**src/hdl/gte_pkg.sv**
```systemverilog
// ----------------------------------------------------------------------------
// gte_pkg: shared definitions for the triangle enumerator
// Node and row widths, input kind codes, the controller/datapath command and
// status bundles, and small bit-vector helper functions.
// ----------------------------------------------------------------------------
`default_nettype none

package gte_pkg;

   localparam int MAX_NODES = 32;
   localparam int NODE_W    = 5;
   localparam int CNT_W     = $clog2(MAX_NODES + 1);
   localparam int ROW_W     = 32;
   localparam int COUNT_W   = 6;
   localparam int CSR_ADDR_W = 3;
   localparam int CSR_DATA_W = 32;

   localparam logic [COUNT_W-1:0] NODE_COUNT_RESET = COUNT_W'(32);
   localparam logic [0:0] CSR_NODE_COUNT = 1'b0;

   typedef enum logic {
      KIND_LOAD  = 1'b0,
      KIND_FETCH = 1'b1
   } kind_type;

   typedef struct packed {
      logic load;
      logic start;
      logic read_u;
      logic latch_u;
      logic pick_v;
      logic step_u;
      logic take_hit;
      logic take_miss;
   } gte_cmd_type;

   typedef struct packed {
      logic u_done;
      logic cand_empty;
      logic hit;
   } gte_stat_type;

   function automatic logic [NODE_W-1:0] low_index(input logic [ROW_W-1:0] x);
      logic [NODE_W-1:0] r;
      r = '0;
      for (int j = ROW_W - 1; j >= 0; j--) begin
         if (x[j]) begin
            r = NODE_W'(j);
         end
      end
      return r;
   endfunction

   function automatic logic [ROW_W-1:0] mask_from(input logic [CNT_W-1:0] lo);
      logic [ROW_W-1:0] m;
      for (int j = 0; j < ROW_W; j++) begin
         m[j] = (j >= int'(lo));
      end
      return m;
   endfunction

   function automatic logic [ROW_W-1:0] mask_below(input logic [CNT_W-1:0] hi);
      logic [ROW_W-1:0] m;
      for (int j = 0; j < ROW_W; j++) begin
         m[j] = (j < int'(hi));
      end
      return m;
   endfunction

endpackage

`default_nettype wire

```
**src/hdl/gte_ctrl.sv**
```systemverilog
// ----------------------------------------------------------------------------
// gte_ctrl: sequencer for the triangle enumerator
// Walks the first node, picks candidate middle nodes and tests each one
// against the datapath, then hands a result to the response register.
// ----------------------------------------------------------------------------
`default_nettype none

module gte_ctrl (
   input  wire logic                  clock,
   input  wire logic                  reset,
   input  wire logic                  req_valid,
   output logic                       req_ready,
   input  wire logic                  req_kind,
   output logic                       rsp_valid,
   input  wire logic                  rsp_ready,
   input  wire gte_pkg::gte_stat_type stat,
   output gte_pkg::gte_cmd_type       cmd
);
   import gte_pkg::*;

   typedef enum logic [2:0] {
      S_IDLE,
      S_READ_U,
      S_LOAD_U,
      S_PICK_V,
      S_EVAL
   } state_type;

   state_type state_ff;
   state_type state_in;
   logic      rsp_valid_ff;
   logic      fin_ok;

   assign fin_ok    = !rsp_valid_ff || rsp_ready;
   assign req_ready = (state_ff == S_IDLE);
   assign rsp_valid = rsp_valid_ff;

   always_comb begin
      cmd      = '0;
      state_in = state_ff;
      case (state_ff)
         S_IDLE: begin
            if (req_valid) begin
               if (req_kind == KIND_LOAD) begin
                  cmd.load = 1'b1;
               end else begin
                  cmd.start = 1'b1;
                  state_in  = S_READ_U;
               end
            end
         end
         S_READ_U: begin
            if (stat.u_done) begin
               if (fin_ok) begin
                  cmd.take_miss = 1'b1;
                  state_in      = S_IDLE;
               end
            end else begin
               cmd.read_u = 1'b1;
               state_in   = S_LOAD_U;
            end
         end
         S_LOAD_U: begin
            cmd.latch_u = 1'b1;
            state_in    = S_PICK_V;
         end
         S_PICK_V: begin
            if (stat.cand_empty) begin
               cmd.step_u = 1'b1;
               state_in   = S_READ_U;
            end else begin
               cmd.pick_v = 1'b1;
               state_in   = S_EVAL;
            end
         end
         S_EVAL: begin
            if (stat.hit) begin
               if (fin_ok) begin
                  cmd.take_hit = 1'b1;
                  state_in     = S_IDLE;
               end
            end else begin
               state_in = S_PICK_V;
            end
         end
         default: begin
            state_in = S_IDLE;
         end
      endcase
   end

   always_ff @(posedge clock) begin
      if (reset) begin
         state_ff     <= S_IDLE;
         rsp_valid_ff <= 1'b0;
      end else begin
         state_ff <= state_in;
         if (cmd.take_hit || cmd.take_miss) begin
            rsp_valid_ff <= 1'b1;
         end else if (rsp_ready) begin
            rsp_valid_ff <= 1'b0;
         end
      end
   end

endmodule

`default_nettype wire

```
**src/hdl/gte_dp.sv**
```systemverilog
// ----------------------------------------------------------------------------
// gte_dp: datapath of the triangle enumerator
// Holds the adjacency row memory, the enumeration cursor, the scan registers
// for the current first node and candidate set, and the response fields.
// ----------------------------------------------------------------------------
`default_nettype none

module gte_dp (
   input  wire logic                          clock,
   input  wire logic                          reset,
   input  wire gte_pkg::gte_cmd_type          cmd,
   output gte_pkg::gte_stat_type              stat,
   input  wire logic [gte_pkg::NODE_W-1:0]    req_row_index,
   input  wire logic [gte_pkg::ROW_W-1:0]     req_row_bits,
   input  wire logic [gte_pkg::COUNT_W-1:0]   node_count,
   output logic      [gte_pkg::NODE_W-1:0]    rsp_first_node,
   output logic      [gte_pkg::NODE_W-1:0]    rsp_second_node,
   output logic      [gte_pkg::NODE_W-1:0]    rsp_third_node,
   output logic                               rsp_found
);
   import gte_pkg::*;

   logic [ROW_W-1:0]     mem [MAX_NODES];
   logic [MAX_NODES-1:0] vld_ff;
   logic [ROW_W-1:0]     rd_row_ff;
   logic                 rd_vld_ff;
   logic [ROW_W-1:0]     rd_row;
   logic [NODE_W-1:0]    rd_addr;

   logic [CNT_W-1:0]     cur_low_ff;
   logic [CNT_W-1:0]     cur_mid_ff;
   logic [CNT_W-1:0]     cur_high_ff;

   logic [CNT_W-1:0]     u_ff;
   logic                 first_ff;
   logic [ROW_W-1:0]     rowu_ff;
   logic [ROW_W-1:0]     cand_ff;
   logic [NODE_W-1:0]    v_ff;

   logic [NODE_W-1:0]    first_node_ff;
   logic [NODE_W-1:0]    second_node_ff;
   logic [NODE_W-1:0]    third_node_ff;
   logic                 found_ff;

   logic [CNT_W-1:0]     n_eff;
   logic [ROW_W-1:0]     rowu_in;
   logic [CNT_W-1:0]     u_next;
   logic [CNT_W-1:0]     v_start;
   logic [CNT_W-1:0]     v_ext;
   logic [CNT_W-1:0]     v_next;
   logic [CNT_W-1:0]     w_start;
   logic [ROW_W-1:0]     hit_mask;
   logic [NODE_W-1:0]    w_sel;
   logic [NODE_W-1:0]    v_sel;

   assign n_eff = (CNT_W'(node_count) > CNT_W'(MAX_NODES)) ? CNT_W'(MAX_NODES)
                                                          : CNT_W'(node_count);

   assign rd_row  = rd_vld_ff ? rd_row_ff : '0;
   assign v_sel   = low_index(cand_ff);
   assign rd_addr = cmd.pick_v ? v_sel : u_ff[NODE_W-1:0];

   assign rowu_in = rd_row & mask_below(n_eff);
   assign u_next  = u_ff + CNT_W'(1);
   assign v_start = (first_ff && (cur_mid_ff > u_next)) ? cur_mid_ff : u_next;

   assign v_ext   = CNT_W'(v_ff);
   assign v_next  = v_ext + CNT_W'(1);
   assign w_start = (first_ff && (v_ext == cur_mid_ff) && (cur_high_ff > v_next))
                    ? cur_high_ff : v_next;
   assign hit_mask = rd_row & rowu_ff & mask_from(w_start);
   assign w_sel    = low_index(hit_mask);

   assign stat.u_done     = (u_ff >= n_eff);
   assign stat.cand_empty = (cand_ff == '0);
   assign stat.hit        = (hit_mask != '0);

   always_ff @(posedge clock) begin
      if (cmd.load && (CNT_W'(req_row_index) < CNT_W'(MAX_NODES))) begin
         mem[req_row_index] <= req_row_bits;
      end
      if (cmd.read_u || cmd.pick_v) begin
         rd_row_ff <= mem[rd_addr];
         rd_vld_ff <= vld_ff[rd_addr];
      end
   end

   always_ff @(posedge clock) begin
      if (reset) begin
         vld_ff      <= '0;
         cur_low_ff  <= '0;
         cur_mid_ff  <= '0;
         cur_high_ff <= '0;
      end else begin
         if (cmd.load) begin
            if (CNT_W'(req_row_index) < CNT_W'(MAX_NODES)) begin
               vld_ff[req_row_index] <= 1'b1;
            end
            cur_low_ff  <= '0;
            cur_mid_ff  <= '0;
            cur_high_ff <= '0;
         end else if (cmd.take_hit) begin
            cur_low_ff  <= u_ff;
            cur_mid_ff  <= v_ext;
            cur_high_ff <= CNT_W'(w_sel) + CNT_W'(1);
         end
      end
   end

   always_ff @(posedge clock) begin
      if (cmd.start) begin
         u_ff     <= cur_low_ff;
         first_ff <= 1'b1;
      end else if (cmd.step_u) begin
         u_ff     <= u_next;
         first_ff <= 1'b0;
      end
      if (cmd.latch_u) begin
         rowu_ff <= rowu_in;
         cand_ff <= rowu_in & mask_from(v_start);
      end else if (cmd.pick_v) begin
         v_ff    <= v_sel;
         cand_ff <= cand_ff & (cand_ff - ROW_W'(1));
      end
      if (cmd.take_hit) begin
         first_node_ff  <= u_ff[NODE_W-1:0];
         second_node_ff <= v_ff;
         third_node_ff  <= w_sel;
         found_ff       <= 1'b1;
      end else if (cmd.take_miss) begin
         first_node_ff  <= '0;
         second_node_ff <= '0;
         third_node_ff  <= '0;
         found_ff       <= 1'b0;
      end
   end

   assign rsp_first_node  = first_node_ff;
   assign rsp_second_node = second_node_ff;
   assign rsp_third_node  = third_node_ff;
   assign rsp_found       = found_ff;

endmodule

`default_nettype wire

```
**src/hdl/graph_triangle_enumerator.sv**
```systemverilog
// Sequence: a row load is taken straight from idle. A fetch runs a start step,
// then per first node a row read, a row latch and a candidate pick (no final pick
// for the node holding the hit), per candidate middle node a pick and a test, and a closing step on a not-found.
// Throughput: one transaction at a time; the single read port of the row
// memory, read once per first node and once per candidate, sets the pace.
// Reset: synchronous; row valid bits, cursor and controller clear, node count 32.
// ----------------------------------------------------------------------------
// graph_triangle_enumerator: triangle listing over an adjacency bit matrix
// Loads adjacency rows and returns the next triangle on each fetch, with the
// node count held in a register behind an APB-style port.
// ----------------------------------------------------------------------------
`default_nettype none

module graph_triangle_enumerator (
   input  wire logic                              clock,
   input  wire logic                              reset,
   input  wire logic                              req_valid,
   output logic                                   req_ready,
   input  wire logic                              req_kind,
   input  wire logic [gte_pkg::NODE_W-1:0]        req_row_index,
   input  wire logic [gte_pkg::ROW_W-1:0]         req_row_bits,
   output logic                                   rsp_valid,
   input  wire logic                              rsp_ready,
   output logic      [gte_pkg::NODE_W-1:0]        rsp_first_node,
   output logic      [gte_pkg::NODE_W-1:0]        rsp_second_node,
   output logic      [gte_pkg::NODE_W-1:0]        rsp_third_node,
   output logic                                   rsp_found,
   input  wire logic                              psel,
   input  wire logic                              penable,
   input  wire logic                              pwrite,
   input  wire logic [gte_pkg::CSR_ADDR_W-1:0]    paddr,
   input  wire logic [gte_pkg::CSR_DATA_W-1:0]    pwdata,
   output logic      [gte_pkg::CSR_DATA_W-1:0]    prdata,
   output logic                                   pready
);
   import gte_pkg::*;

   logic [COUNT_W-1:0] node_count_ff;
   gte_cmd_type        cmd;
   gte_stat_type       stat;
   logic               csr_sel;

   assign pready  = 1'b1;
   assign csr_sel = (paddr[CSR_ADDR_W-1] == CSR_NODE_COUNT);
   assign prdata  = csr_sel ? CSR_DATA_W'(node_count_ff) : '0;

   always_ff @(posedge clock) begin
      if (reset) begin
         node_count_ff <= NODE_COUNT_RESET;
      end else if (psel && penable && pwrite && pready && csr_sel) begin
         node_count_ff <= pwdata[COUNT_W-1:0];
      end
   end

   gte_ctrl u_ctrl (
      .clock     (clock),
      .reset     (reset),
      .req_valid (req_valid),
      .req_ready (req_ready),
      .req_kind  (req_kind),
      .rsp_valid (rsp_valid),
      .rsp_ready (rsp_ready),
      .stat      (stat),
      .cmd       (cmd)
   );

   gte_dp u_dp (
      .clock           (clock),
      .reset           (reset),
      .cmd             (cmd),
      .stat            (stat),
      .req_row_index   (req_row_index),
      .req_row_bits    (req_row_bits),
      .node_count      (node_count_ff),
      .rsp_first_node  (rsp_first_node),
      .rsp_second_node (rsp_second_node),
      .rsp_third_node  (rsp_third_node),
      .rsp_found       (rsp_found)
   );

endmodule

`default_nettype wire

```
**config.mk**
```make
export PLATFORM = sky130hd
export DESIGN_NAME = graph_triangle_enumerator
export DESIGN_NICKNAME = d
export VERILOG_FILES = /design/src/hdl/gte_pkg.sv /design/src/hdl/gte_ctrl.sv /design/src/hdl/gte_dp.sv /design/src/hdl/graph_triangle_enumerator.sv
export SDC_FILE = /design/constraint.sdc
export NUM_CORES = 2
export LEC_CHECK = 0
export ABC_AREA = 1
export ABC_CLOCK_PERIOD_IN_PS = 13330
export BUFFER_PORTS_ARGS = -buffer_cell sky130_fd_sc_hd__buf_4
export CORE_MARGIN = 2
export CORE_UTILIZATION = 35
export DETAILED_ROUTE_END_ITERATION = 7
export GPL_TIMING_DRIVEN = 0
export HOLD_SLACK_MARGIN = 0.12
export PLACE_DENSITY_LB_ADDON = 0.05
export REMOVE_ABC_BUFFERS = 1
export SYNTH_ARGS = -nofsm -noshare
export SYNTH_HDL_FRONTEND = slang
export SYNTH_SLANG_ARGS = --single-unit
```
**constraint.sdc**
```tcl
create_clock -name clock -period 13.33 [get_ports clock]
set_clock_uncertainty 0.1 [all_clocks]
set_input_delay 0 -clock clock [delete_from_list [all_inputs] [get_ports clock]]
set_output_delay 0 -clock clock [all_outputs]
set_load 0.01 [all_outputs]
```
==> run summary <==
Via density: 5.11
Post-Synthesis Cells: 4399
# setup viols final: 0
Net Switching: 0.00216 W
Clock buffer count from CTS: 141
Row count: 140
Clock Power Share: 42.8%
Outcome: finished, final reports clean
Die Ht: 386 um
Total GRT Usage: 21.0%
Syn. warnings: 0
Layout cells sized above 1: 9.89%
DRC viols: 0
Post-CTS Resized: 0
Nets: 4675
Core area: 145000 sq um
Seq/Total Area, Yosys: 69.8%
Max Clk Rate: 0.169 GHz
H-tree depth: 4
Yosys cell types: 56
Worst EP arrival: 6.47 ns
Register bit total from synthesis: 1208
Hold_sp: req_row_bits[0]
Hold Path Class: in2reg
DRT antenna net count: 0
CP Launch Type: register
Util after Layout: 41.9%
Crit-path max FO: 35
Sw Ratio: 24.3%
Initial Utilization: 35.2%
Post-CTS Hold Fix Bufs: 106
Num Clock Sinks: 1208
Clk buf depth: 3
WL/cell: 23.9 um
Port Buf Inserts: 75
First drt pass iteration count: 5
Hold path cells: 2
Largest net degree at the start of global routing: 157
Vias in the first global route: 31700
DP Cell Count: 6243
Die ar.: 149000 sq um
CP peak stage delay: 0.62 ns
Gr ovfl total: 0
Worst skew pair latency: 0.77 ns
Comb pwr share: 9.4%
Root buf cell: clkbuf_16
# diodes: 0
Iteration-0 DRC Markers: 3253
Crit path from: u_dp.v_ff[0]
Syn Std Cell Area: 51100 sq um
Critical-path top delay cell: nand2_1
Avg Inst Size Synth: 11.6 sq um
Non-Filler Instances: 6598
Drt total wl: 158 mm
First-pass GRT wire length: 225 mm
Io pins: 131
Pwr Total: 0.00888 W
Critical path type: reg2reg
Synth area leaders: edfxtp_1 (67%), o21ai_0 (4.7%), nor2_1 (3.8%), o211ai_1 (3.8%), inv_1 (3.1%)
Sequential power share: 47.7%
Final instance area: 60900 sq um
Largest area contributor in the netlist: edfxtp_1
Setup ws final: 7.42 ns
Slew margin rel.: 23.0%
Vias: 33700
RePlAce Congestion: 0.882
EDFF count, synth: 1147
Worst-Margin Slew: 1.15 ns
Min Tclk post-route: 5.91 ns
Max_cap viols: 0
Cell Int Power: 0.00672 W
Initial antenna violation count: 4
Most frequent cells after synthesis: edfxtp_1 (1147), nor2_1 (515), o21ai_0 (481)
Unrepaired setup endpoints after global routing: false
DP Area: 55300 sq um
Most frequent cell after synthesis: edfxtp_1
Peak supply drop: 0.0000931 V
Worst-path clk slew: 0.06 ns
Worst path required time: 13.89 ns
P&R area growth vs syn: 19.3%
Postcts setup bufs: 0
Pre-CTS worst setup slack: 7.33 ns
Final Hold Violating Endpoints: 0
Final period util: 44.4%
Static Leakage: 21.4 nW
Setup crit end kind: register
Post-DP HPWL: 94.8 mm
Critical path's most frequent cell: nand2_1
CTS tree: yes
PD cells: 146 nW/um^2
Asr flop ratio synth: 0%
Fin. max-slew vios: 0
Chip width: 386 um
Reg-to-Reg Start: u_dp.v_ff[0]
Primary FF master, synth: edfxtp_1
R2R depth: 28
Top cell type's share of synthesized area: 67.5%
cell type report:
class	instances	area [sq um]
fillers	13600	84300
flip-flops and latches	1208	35700
multi-input cells	2504	12800
clock buffers	191	3890
repair buffers	277	3830
well taps	1917	2400
inverters	443	1680
clock inverters	58	586
cells in the final DEF (no fill, tap or decap), drive strengths merged, types with 2 or more instances in the layout:
cell / synthesis / routed
edfxtp: 1147 / 1147
o21ai: 602 / 602
nor2: 528 / 528
inv: 438 / 442
nand2: 438 / 438
a21oi: 300 / 300
o211ai: 257 / 257
nand3: 218 / 218
clkbuf: 136 / 191
buf: 133 / 172
dlygate4sd3: 0 / 105
dfxtp: 61 / 61
clkinv: 5 / 44
conb: 2 / 27
nand4: 22 / 22
ha: 20 / 20
o21bai: 17 / 17
bufinv: 0 / 11
nor3: 11 / 11
o31ai: 10 / 10
a211oi: 8 / 8
a31oi: 7 / 7
xor2: 5 / 5
o32ai: 5 / 5
clkinvlp: 0 / 4
and3: 3 / 3
nor4: 3 / 3
a32o: 3 / 3
a2111oi: 3 / 3
nand3b: 2 / 2
o2111ai: 2 / 2
or2: 2 / 2
cells by family (layout without fill, tap and decap cells):
family / Yosys count / after routing / synth area share [%]
other: 2 / 27 / 0.0147
buffers and inverters: 712 / 969 / 5.79
XOR/XNOR: 6 / 6 / 0.103
adder cells (fa/ha/maj): 20 / 20 / 0.490
AND/OR/NAND/NOR: 1231 / 1231 / 10.2
AO/OA/AOI/OAI: 1220 / 1220 / 13.6
flip-flops: 1208 / 1208 / 69.8
per-layer routing:
metal,vias to the layer above,routed length (um),track usage (%)
met2,834,68300,30.6
met5,-,35,0
met1,16600,77300,31.7
met4,6,2920,5.30
met3,187,9150,4.31
li1,16100,-,-
worst max-delay path, delay by kind of cell, from the launching register on:
kind,cells,cell delay (ns)
AOI/OAI and AO/OA,3,0.78
xor gates and xnor gates,1,0.25
adders and majority gates,2,0.57
buffers and inverters,6,0.99
and+or+nand+nor,16,2.58
DFF,1,0.50
stage by stage:
stage | setup TNS, ns | hold WS (ns)
after global placement | -561.44 | 0.176
after global routing | 0 | 0.186
final | 0 | 0.207
after floorplan | 0 | -0.0525
after CTS | 0 | 0.170
after detailed placement | 0 | 0.170
power groups by stage:
stage / Sequential (W) / Combinational, W / Clock, W
after floorplan: 0.00431 / 0.000512 / 0
after global placement: 0.00432 / 0.000929 / 0
after detailed placement: 0.00431 / 0.000823 / 0
after CTS: 0.00424 / 0.000849 / 0.00389
after global routing: 0.00424 / 0.000933 / 0.00403
final: 0.00424 / 0.000837 / 0.00380
worst paths after layout:
path | to | slack (ns)
hold reg to reg | u_dp.rsp_found | 0.35
setup / recovery | u_ctrl.rsp_valid | 7.42
hold / removal | u_dp.mem[19][0] | 0.21
setup reg to reg | u_ctrl.rsp_valid | 7.42
sequential cells by signal (all words and copies together) (netlist names), 32 cells and up:
| name | flops |
|---|---|
| u_dp.vld_ff | 32 |
| u_dp.cand_ff | 32 |
| u_dp.rd_row_ff | 32 |
| u_dp.rowu_ff | 32 |
| u_dp.mem | 1024 |
Note: power is estimated with default switching activity, not from simulation.
